## src/hdl/pca_pkg.sv

```systemverilog
// Shared types, constants and helpers for the pixel color adjust pipeline.
package pca_pkg;

  // Field and register widths
  localparam int CH_W      = 8;
  localparam int FACTOR_W  = 16;
  localparam int MODE_W    = 3;
  localparam int CFG_IDX_W = 2;

  // Internal datapath widths
  localparam int LUMA_W  = 24;  // 255 * 65536 fits
  localparam int SEPIA_W = 19;  // 255 * 1383 fits
  localparam int DIFF_W  = 25;  // c*2^16 - luma, signed
  localparam int PROD_W  = DIFF_W + FACTOR_W;
  localparam int SUM_W   = PROD_W + 1;

  // Luma weights, Q0.16
  localparam logic [15:0] LUMA_KR = 16'd19595;
  localparam logic [15:0] LUMA_KG = 16'd38470;
  localparam logic [15:0] LUMA_KB = 16'd7471;

  // Sepia weights, Q0.10, indexed [row][col]; row is the output channel
  localparam logic [2:0][2:0][9:0] SEPIA_K = {
    {10'd134, 10'd547, 10'd279},
    {10'd172, 10'd702, 10'd357},
    {10'd194, 10'd787, 10'd402}
  };
  localparam int SEPIA_SHIFT = 10;

  localparam int CONTRAST_MID  = 128;
  localparam int CONTRAST_BIAS = 32768;  // 128 << 8, folds the +128 into the floor
  localparam int CH_MAX        = 255;

  // Operation select
  typedef enum logic [MODE_W-1:0] {
    MODE_GRAY     = 3'd0,
    MODE_SEPIA    = 3'd1,
    MODE_INVERT   = 3'd2,
    MODE_BRIGHT   = 3'd3,
    MODE_CONTRAST = 3'd4,
    MODE_SAT      = 3'd5
  } mode_t;

  // Configuration register indexes
  localparam logic [CFG_IDX_W-1:0] REG_OP_MODE       = 2'd0;
  localparam logic [CFG_IDX_W-1:0] REG_ADJUST_FACTOR = 2'd1;

  localparam logic [MODE_W-1:0]   MODE_RESET   = 3'd0;
  localparam logic [FACTOR_W-1:0] FACTOR_RESET = 16'd256;

  typedef logic [CH_W-1:0] chan_t;

  // Sideband that rides along with every pixel
  typedef struct packed {
    chan_t alpha;
    logic  last;
  } side_t;

  typedef struct packed {
    side_t            side;
    logic [2:0][CH_W-1:0] rgb;
  } pix_t;

  typedef struct packed {
    side_t                 side;
    logic [2:0][CH_W-1:0]    rgb;
    logic [LUMA_W-1:0]       luma;
    logic [2:0][SEPIA_W-1:0] sepia;
  } s1_t;

  typedef struct packed {
    side_t                 side;
    logic [2:0][CH_W-1:0]    rgb;
    logic [LUMA_W-1:0]       luma;
    logic [2:0][SEPIA_W-1:0] sepia;
    logic [2:0][DIFF_W-1:0]  diff;
  } s2_t;

  typedef struct packed {
    side_t                 side;
    logic [2:0][CH_W-1:0]    rgb;
    logic [LUMA_W-1:0]       luma;
    logic [2:0][SEPIA_W-1:0] sepia;
    logic [2:0][PROD_W-1:0]  prod;
  } s3_t;

  // Clamp a signed value to 0..255
  function automatic chan_t clamp8(input logic signed [SUM_W-1:0] v);
    chan_t res;
    if (v < 0) begin
      res = '0;
    end else if (v > $signed(SUM_W'(CH_MAX))) begin
      res = CH_W'(CH_MAX);
    end else begin
      res = v[CH_W-1:0];
    end
    return res;
  endfunction

endpackage

```

## src/hdl/pca_luma.sv

```systemverilog
// Stage 1: luma and sepia weighted sums.
module pca_luma import pca_pkg::*; (
  input  logic clk,
  input  logic rst_n,
  input  logic up_valid,
  output logic up_ready,
  input  pix_t up_pix,
  output logic dn_valid,
  input  logic dn_ready,
  output s1_t  dn_s1
);

  logic valid_r;
  s1_t  s1_r;
  s1_t  s1_nxt;

  assign up_ready = !valid_r || dn_ready;
  assign dn_valid = valid_r;
  assign dn_s1    = s1_r;

  // Constant-coefficient products and sums
  always_comb begin
    s1_nxt.side = up_pix.side;
    s1_nxt.rgb  = up_pix.rgb;
    s1_nxt.luma = LUMA_W'(LUMA_KR) * LUMA_W'(up_pix.rgb[0])
                + LUMA_W'(LUMA_KG) * LUMA_W'(up_pix.rgb[1])
                + LUMA_W'(LUMA_KB) * LUMA_W'(up_pix.rgb[2]);
    for (int i = 0; i < 3; i++) begin
      s1_nxt.sepia[i] = SEPIA_W'(SEPIA_K[i][0]) * SEPIA_W'(up_pix.rgb[0])
                      + SEPIA_W'(SEPIA_K[i][1]) * SEPIA_W'(up_pix.rgb[1])
                      + SEPIA_W'(SEPIA_K[i][2]) * SEPIA_W'(up_pix.rgb[2]);
    end
  end

  // Stage valid
  always_ff @(posedge clk) begin
    if (!rst_n) begin
      valid_r <= 1'b0;
    end else if (up_ready) begin
      valid_r <= up_valid;
    end
  end

  // Stage payload
  always_ff @(posedge clk) begin
    if (up_valid && up_ready) begin
      s1_r <= s1_nxt;
    end
  end

endmodule

```

## src/hdl/pca_gain.sv

```systemverilog
// Stages 2 and 3: difference term, then signed multiply by the factor.
module pca_gain import pca_pkg::*; (
  input  logic                       clk,
  input  logic                       rst_n,
  input  logic [MODE_W-1:0]          op_mode,
  input  logic signed [FACTOR_W-1:0] factor,
  input  logic                       up_valid,
  output logic                       up_ready,
  input  s1_t                        up_s1,
  output logic                       dn_valid,
  input  logic                       dn_ready,
  output s3_t                        dn_s3
);

  logic s2_valid_r;
  logic s3_valid_r;
  logic s2_ready;
  logic s3_ready;
  s2_t  s2_r;
  s2_t  s2_nxt;
  s3_t  s3_r;
  s3_t  s3_nxt;

  assign s3_ready = !s3_valid_r || dn_ready;
  assign s2_ready = !s2_valid_r || s3_ready;
  assign up_ready = s2_ready;
  assign dn_valid = s3_valid_r;
  assign dn_s3    = s3_r;

  // Saturation takes c*2^16 - luma, contrast takes c - 128
  always_comb begin
    s2_nxt.side  = up_s1.side;
    s2_nxt.rgb   = up_s1.rgb;
    s2_nxt.luma  = up_s1.luma;
    s2_nxt.sepia = up_s1.sepia;
    for (int i = 0; i < 3; i++) begin
      if (op_mode == MODE_SAT) begin
        s2_nxt.diff[i] = DIFF_W'({up_s1.rgb[i], 16'h0000}) - DIFF_W'(up_s1.luma);
      end else begin
        s2_nxt.diff[i] = DIFF_W'(up_s1.rgb[i]) - DIFF_W'(CONTRAST_MID);
      end
    end
  end

  // Gain multiply, one 25x16 signed product per channel
  always_comb begin
    s3_nxt.side  = s2_r.side;
    s3_nxt.rgb   = s2_r.rgb;
    s3_nxt.luma  = s2_r.luma;
    s3_nxt.sepia = s2_r.sepia;
    for (int i = 0; i < 3; i++) begin
      s3_nxt.prod[i] = $signed(s2_r.diff[i]) * factor;
    end
  end

  // Stage valids
  always_ff @(posedge clk) begin
    if (!rst_n) begin
      s2_valid_r <= 1'b0;
      s3_valid_r <= 1'b0;
    end else begin
      if (s2_ready) begin
        s2_valid_r <= up_valid;
      end
      if (s3_ready) begin
        s3_valid_r <= s2_valid_r;
      end
    end
  end

  // Stage payloads
  always_ff @(posedge clk) begin
    if (up_valid && s2_ready) begin
      s2_r <= s2_nxt;
    end
    if (s2_valid_r && s3_ready) begin
      s3_r <= s3_nxt;
    end
  end

endmodule

```

## src/hdl/pca_clamp.sv

```systemverilog
// Stage 4: operation select, floor, clamp and output register.
module pca_clamp import pca_pkg::*; (
  input  logic                       clk,
  input  logic                       rst_n,
  input  logic [MODE_W-1:0]          op_mode,
  input  logic signed [FACTOR_W-1:0] factor,
  input  logic                       up_valid,
  output logic                       up_ready,
  input  s3_t                        up_s3,
  output logic                       out_valid,
  input  logic                       out_ready,
  output pix_t                       out_pix
);

  logic valid_r;
  pix_t pix_r;
  pix_t pix_nxt;

  logic signed [SUM_W-1:0] sum_b [3];
  logic signed [SUM_W-1:0] sum_c [3];
  logic signed [SUM_W-1:0] sum_s [3];
  logic signed [SUM_W-1:0] shr_c [3];
  logic signed [SUM_W-1:0] shr_s [3];
  logic [SEPIA_W-SEPIA_SHIFT-1:0] sep_q [3];

  assign up_ready  = !valid_r || out_ready;
  assign out_valid = valid_r;
  assign out_pix   = pix_r;

  // Per-channel result
  always_comb begin
    pix_nxt.side = up_s3.side;
    for (int i = 0; i < 3; i++) begin
      sum_b[i] = $signed(SUM_W'(up_s3.rgb[i])) + SUM_W'(factor);
      sum_c[i] = $signed({up_s3.prod[i][PROD_W-1], up_s3.prod[i]})
               + $signed(SUM_W'(CONTRAST_BIAS));
      sum_s[i] = $signed({up_s3.prod[i][PROD_W-1], up_s3.prod[i]})
               + $signed(SUM_W'({up_s3.luma, 8'h00}));
      shr_c[i] = sum_c[i] >>> 8;
      shr_s[i] = sum_s[i] >>> 24;
      sep_q[i] = up_s3.sepia[i][SEPIA_W-1:SEPIA_SHIFT];
      case (op_mode)
        MODE_GRAY:     pix_nxt.rgb[i] = up_s3.luma[LUMA_W-1:LUMA_W-CH_W];
        MODE_SEPIA:    pix_nxt.rgb[i] = (sep_q[i] > (SEPIA_W-SEPIA_SHIFT)'(CH_MAX))
                                        ? CH_W'(CH_MAX) : sep_q[i][CH_W-1:0];
        MODE_INVERT:   pix_nxt.rgb[i] = ~up_s3.rgb[i];
        MODE_BRIGHT:   pix_nxt.rgb[i] = clamp8(sum_b[i]);
        MODE_CONTRAST: pix_nxt.rgb[i] = clamp8(shr_c[i]);
        MODE_SAT:      pix_nxt.rgb[i] = clamp8(shr_s[i]);
        default:       pix_nxt.rgb[i] = up_s3.rgb[i];
      endcase
    end
  end

  // Output valid
  always_ff @(posedge clk) begin
    if (!rst_n) begin
      valid_r <= 1'b0;
    end else if (up_ready) begin
      valid_r <= up_valid;
    end
  end

  // Output payload
  always_ff @(posedge clk) begin
    if (up_valid && up_ready) begin
      pix_r <= pix_nxt;
    end
  end

endmodule

```

## src/hdl/pixel_color_adjust.sv

```systemverilog
// Top level of the pixel color adjust pipeline: config registers and stage wiring.
//
//  channel  | handshake            | payload
//  ---------+----------------------+--------------------------------------------
//  in       | in_valid / in_ready  | in_red_in, in_green_in, in_blue_in,
//           |                      | in_alpha_in, in_last_in
//  out      | out_valid/out_ready  | out_red_out, out_green_out, out_blue_out,
//           |                      | out_alpha_out, out_last_out
//  cfg      | cfg_valid/cfg_ready  | cfg_index (2b), cfg_data (16b)
//
// Four register stages: sums, difference, multiply, select/clamp. One pixel
// per clock sustained while out_ready stays high.
// Every stage has its own valid and takes new data when empty or draining, so
// a stall on out backs up stage by stage and in_ready drops only when all four
// hold a pixel. cfg_ready is always high. Reset is synchronous and clears
// valids and the config registers (op_mode 0, adjust_factor 256).
module pixel_color_adjust import pca_pkg::*; (
  input  logic                 clk,
  input  logic                 rst_n,
  input  logic                 in_valid,
  output logic                 in_ready,
  input  logic [CH_W-1:0]      in_red_in,
  input  logic [CH_W-1:0]      in_green_in,
  input  logic [CH_W-1:0]      in_blue_in,
  input  logic [CH_W-1:0]      in_alpha_in,
  input  logic                 in_last_in,
  output logic                 out_valid,
  input  logic                 out_ready,
  output logic [CH_W-1:0]      out_red_out,
  output logic [CH_W-1:0]      out_green_out,
  output logic [CH_W-1:0]      out_blue_out,
  output logic [CH_W-1:0]      out_alpha_out,
  output logic                 out_last_out,
  input  logic                 cfg_valid,
  output logic                 cfg_ready,
  input  logic [CFG_IDX_W-1:0] cfg_index,
  input  logic [FACTOR_W-1:0]  cfg_data
);

  logic [MODE_W-1:0]          op_mode_r;
  logic signed [FACTOR_W-1:0] factor_r;

  pix_t in_pix;
  pix_t res_pix;
  s1_t  s1;
  s3_t  s3;
  logic s1_valid;
  logic s1_ready;
  logic s3_valid;
  logic s3_ready;

  // Config write decode
  assign cfg_ready = 1'b1;

  always_ff @(posedge clk) begin
    if (!rst_n) begin
      op_mode_r <= MODE_RESET;
      factor_r  <= FACTOR_RESET;
    end else if (cfg_valid) begin
      unique case (cfg_index)
        REG_OP_MODE:       op_mode_r <= cfg_data[MODE_W-1:0];
        REG_ADJUST_FACTOR: factor_r  <= cfg_data;
        default: ;
      endcase
    end
  end

  // Pack input ports
  always_comb begin
    in_pix.side.alpha = in_alpha_in;
    in_pix.side.last  = in_last_in;
    in_pix.rgb[0]     = in_red_in;
    in_pix.rgb[1]     = in_green_in;
    in_pix.rgb[2]     = in_blue_in;
  end

  pca_luma u_luma (
    .clk      (clk),
    .rst_n    (rst_n),
    .up_valid (in_valid),
    .up_ready (in_ready),
    .up_pix   (in_pix),
    .dn_valid (s1_valid),
    .dn_ready (s1_ready),
    .dn_s1    (s1)
  );

  pca_gain u_gain (
    .clk      (clk),
    .rst_n    (rst_n),
    .op_mode  (op_mode_r),
    .factor   (factor_r),
    .up_valid (s1_valid),
    .up_ready (s1_ready),
    .up_s1    (s1),
    .dn_valid (s3_valid),
    .dn_ready (s3_ready),
    .dn_s3    (s3)
  );

  pca_clamp u_clamp (
    .clk       (clk),
    .rst_n     (rst_n),
    .op_mode   (op_mode_r),
    .factor    (factor_r),
    .up_valid  (s3_valid),
    .up_ready  (s3_ready),
    .up_s3     (s3),
    .out_valid (out_valid),
    .out_ready (out_ready),
    .out_pix   (res_pix)
  );

  // Unpack result
  assign out_red_out   = res_pix.rgb[0];
  assign out_green_out = res_pix.rgb[1];
  assign out_blue_out  = res_pix.rgb[2];
  assign out_alpha_out = res_pix.side.alpha;
  assign out_last_out  = res_pix.side.last;

  // Input backs up only when every stage is full
  a_full_when_blocked: assert property (@(posedge clk) disable iff (!rst_n)
    !in_ready |-> (s1_valid && s3_valid && out_valid && !out_ready))
    else $error("in_ready low with a free stage");

  // A held stage 3 output stays valid
  a_s3_hold: assert property (@(posedge clk) disable iff (!rst_n)
    s3_valid && !s3_ready |=> s3_valid)
    else $error("stage 3 pixel dropped during stall");

  // Mode write lands in the register
  a_mode_write: assert property (@(posedge clk) disable iff (!rst_n)
    rst_n && cfg_valid && (cfg_index == REG_OP_MODE)
    |=> op_mode_r == $past(cfg_data[MODE_W-1:0]))
    else $error("op_mode write lost");

  // Factor write lands in the register
  a_factor_write: assert property (@(posedge clk) disable iff (!rst_n)
    rst_n && cfg_valid && (cfg_index == REG_ADJUST_FACTOR)
    |=> factor_r == $signed($past(cfg_data)))
    else $error("adjust_factor write lost");

endmodule
```

## config.mk

```make
export PLATFORM = sky130hd
export DESIGN_NAME = pixel_color_adjust
export DESIGN_NICKNAME = d
export VERILOG_FILES = /design/src/hdl/pca_pkg.sv /design/src/hdl/pca_luma.sv /design/src/hdl/pca_gain.sv /design/src/hdl/pca_clamp.sv /design/src/hdl/pixel_color_adjust.sv
export SDC_FILE = /design/constraint.sdc
export NUM_CORES = 2
export LEC_CHECK = 0
export ABC_AREA = 1
export BUFFER_PORTS_ARGS = -buffer_cell sky130_fd_sc_hd__buf_2
export CORE_MARGIN = 2
export CORE_UTILIZATION = 30
export DETAILED_ROUTE_END_ITERATION = 10
export MAX_ROUTING_LAYER = met4
export SLEW_MARGIN = 40
export SYNTH_ARGS = -nofsm -noshare
export SYNTH_HDL_FRONTEND = slang
export SYNTH_SLANG_ARGS = --single-unit
```

## constraint.sdc

```tcl
create_clock -name clk -period 7.22 [get_ports clk]
set_input_delay 1.444 -clock clk [delete_from_list [all_inputs] [get_ports clk]]
set_output_delay 1.444 -clock clk [all_outputs]
set_load 0.02 [all_outputs]
```

==> results.md <==
- Main combinational cell family by area after synthesis: adder cells
- Hold Fails Final Rpt: 0
- Crit path from: in_green_in[3]
- Maximum vdd ir drop: 0.689 mV
- RR Endpoint: u_gain.dn_s3[40]$_DFFE_PP_
- Vias: 69322
- Min cycle time layout: 6950 ps
- Startpoint types: input port
- Synth Register Bits: 482
- CTS Root Cell: clkbuf_16
- Pre-antenna DRT Iters: 6
- Setup violations, final: 0
- Grt met3 use: 0.0232
- Worst reg2reg path depth: 25
- Antenna viol nets, final: 0
- Drt total wl: 279 mm
- GP Congestion: 0.985
- Worst slew margin: 0.370
- Nets: 13444
- Asr flop ratio synth: 0
- First-pass GRT wire length: 433 mm
- Fin crit share: 0.963
- Post-CTS Setup Inserts: 0
- Multiplexer share of the synthesized area: 0
- Post-synthesis sequential area ratio: 0.162
- Avg Inst Size Synth: 8.15 µm²
- H-tree depth: 2
- CTS Buf Count: 60
- Worst Skew: 114 ps
- Simple-gate share of the synthesized area: 0.172
- # IOs: 92
- Die ar.: 0.297 mm²
- Number of remaining DRC errors: 0
- Post-synth top flop: edfxtp_1
- Vias in the first global route: 71385
- M1 GR Usage: 0.258
- # port buffers: 90
- Die H: 545 µm
- Cell variety after synth: 62
- Initial antenna violation count: 12
- Fmax: 144 MHz
- Wirelength per Cell: 18.6 µm
- Max-slew violations: 0
- Crit Path Class: in -> reg
- Syn nets: 13132
- R2r startpoint: factor_r[1]$_SDFFE_PN0P_
- Kind of end point of the critical path: flip-flop
- Largest net degree at the start of global routing: 132
- GRT Total Usage: 0.195
- Worst EP arrival: 7410 ps
- Fillers: 30855
- R2R Setup Slk: 410 ps
- Post-synth EDFFs: 459
- Clock Path Buffers: 3
- Power per cell area: 371 mW/mm²
- GRT met2 Usage: 0.313
- Chip width: 545 µm
- Xor/xnor share of the synthesized area: 0.0315
- Vias per cell: 4.61
- Clk_lat worst skew: 750 ps
- Hold WC Path Type: reg -> reg
- Synth Warn #: 0
- Tightest Pin Transition: 946 ps
- CTS tree: built
- HPWL Detailed: 238 mm
- Hold Worst Slack: 392 ps
- Critical Path Sink: u_luma.dn_s1[78]$_DFFE_PP_
- Core ar.: 0.291 mm²
- CP Max Fanout: 5
- GRT overflow: 0
- Layout overhead on the synthesized area: 11.5%
- Status: completed
- Synth Area in Compound Gates: 0.0511
- Post-synthesis cell area: 0.0879 mm²
- Req. time, crit path: 7680 ps
- Share of cells above drive strength 1: 0.0691
- Most Crowded Layer GR: met2
- Initial core utilization: 0.302
- Rows: 198
- Final Util: 0.336
- Adder-cell share of the synthesized area: 0.450
- Cells after Synth: 10780
- Initial DRC Count: 5249
- LEAKAGE: 0.0511 µW
- Sink Count: 482
- Max-cap violations: 0
- Clock transition at path regs: 60 ps
==> worst min path at each step <==
stage / slack [ps] / endpoint / cells past startpoint / startpoint
finish: 390 / u_gain.dn_s3[221]$_DFFE_PP_ / 0 / u_gain.s2_r[173]$_DFFE_PP_
detailed placement: 400 / u_clamp.out_pix[31]$_DFFE_PP_ / 0 / u_gain.dn_s3[235]$_DFFE_PP_
global placement: 400 / u_gain.dn_s3[214]$_DFFE_PP_ / 0 / u_gain.s2_r[166]$_DFFE_PP_
floorplan: 400 / u_clamp.out_pix[24]$_DFFE_PP_ / 0 / u_gain.dn_s3[228]$_DFFE_PP_
global route: 400 / u_gain.dn_s3[220]$_DFFE_PP_ / 0 / u_gain.s2_r[172]$_DFFE_PP_
CTS: 400 / u_gain.dn_s3[221]$_DFFE_PP_ / 0 / u_gain.s2_r[173]$_DFFE_PP_
==> flip-flops by register name (all words and copies together) (netlist names) <==
signal and flops:
u_gain.s2_r 159, u_luma.dn_s1 84, u_gain.dn_valid 1, u_clamp.out_valid 1, u_gain.s2_valid_r 1, u_clamp.out_pix 33, factor_r 16, u_luma.dn_valid 1
u_gain.dn_s3 183, op_mode_r 3
==> worst max-delay path: stages <==
cell	delay [ps]
clkbuf_4	170
ha_4	250
ha_1	290
fa_1	440
ha_1	300
ha_1	310
nand2_1	140
nor2_2	60
o21ai_0	80
o211ai_1	130
a31oi_2	280
xnor2_2	130
fa_1	500
fa_1	510
inv_1	50
fa_1	440
fa_1	510
inv_1	60
ha_4	220
buf_4	140
nand2_1	160
o21ai_2	110
a221oi_2	240
nand3_1	150
buf_4	160
xor2_1	130
==> cells in the final DEF, fill, tap and decap left out, types with 214 or more instances in the layout <==
master | synthesis | layout
fa_1 | 1448 | 1447
ha_1 | 848 | 836
nor2_1 | 538 | 534
a21oi_1 | 375 | 372
nand2_1 | 2739 | 2739
edfxtp_1 | 459 | 459
buf_4 | 4 | 389
inv_1 | 2847 | 2843
o21ai_0 | 222 | 214
nand3_1 | 281 | 281
==> metal layers <==
metal	up-vias	wire, µm
met5	-	0
met4	0	9230
met3	349	17500
met2	1987	129000
met1	34191	123000
li1	32795	-
==> repair_timing <==
action | 4_1_cts | 5_1_grt
pin swaps | 0 | 4
resized for setup | 1 | 16
hold buffers | 0 | 0
endpoints found under the setup margin | 2 | 6
==> through the flow <==
step	total power, µW	cells	worst slack [ps]	setup TNS, ps	cell area [µm²]
floorplan	22900	10780	2.90	0	88000
global placement	32900	14920	-668	-6740	95700
detailed placement	33000	14925	-797	-7160	95800
CTS	36500	15037	62.5	0	97900
global route	40300	15046	-44.3	-47.3	98000
finish	36400	15049	270	0	98000
==> report_power, final <==
part,internal [µW],switching [µW]
registers,4630,846
logic,11800,15900
clock network,1830,1370
total,18300,18100
==> Yosys cell counts, drive strengths merged, types with 23 or more instances <==
cell type | n | area (µm²)
nand3 | 285 | 1450
fa | 1448 | 29000
ha | 848 | 10600
xor2 | 201 | 1760
nand2 | 2752 | 10400
dfxtp | 23 | 460
inv | 2852 | 10700
nor2 | 546 | 2080
a31oi | 66 | 413
nor3 | 42 | 254
edfxtp | 459 | 13800
a21oi | 378 | 1900
xnor2 | 115 | 1010
or2 | 68 | 425
nand4 | 41 | 257
clkbuf | 198 | 743
o21ai | 245 | 1270
buf | 55 | 229
==> layout make-up <==
type                       count  area, µm²  area share
multi-input combinational   7193      62200       0.635
sequential                   482      14300       0.146
inverter                    2852      10700       0.109
tap                         3900       4880      0.0498
timing repair buffer         503       3800      0.0388
clock buffer                  67       1530      0.0156
clock inverter                45        553     0.00564
antenna                        7       17.5    0.000179
==> cells by family after synthesis <==
group / count (synthesis)
AOI/OAI and AO/OA: 803
xor gates and xnor gates: 316
adders and majority gates: 2296
buffers and inverters: 3105
DFF: 482
other: 1
and+or+nand+nor: 3777
(Power assumes the default switching activity.)
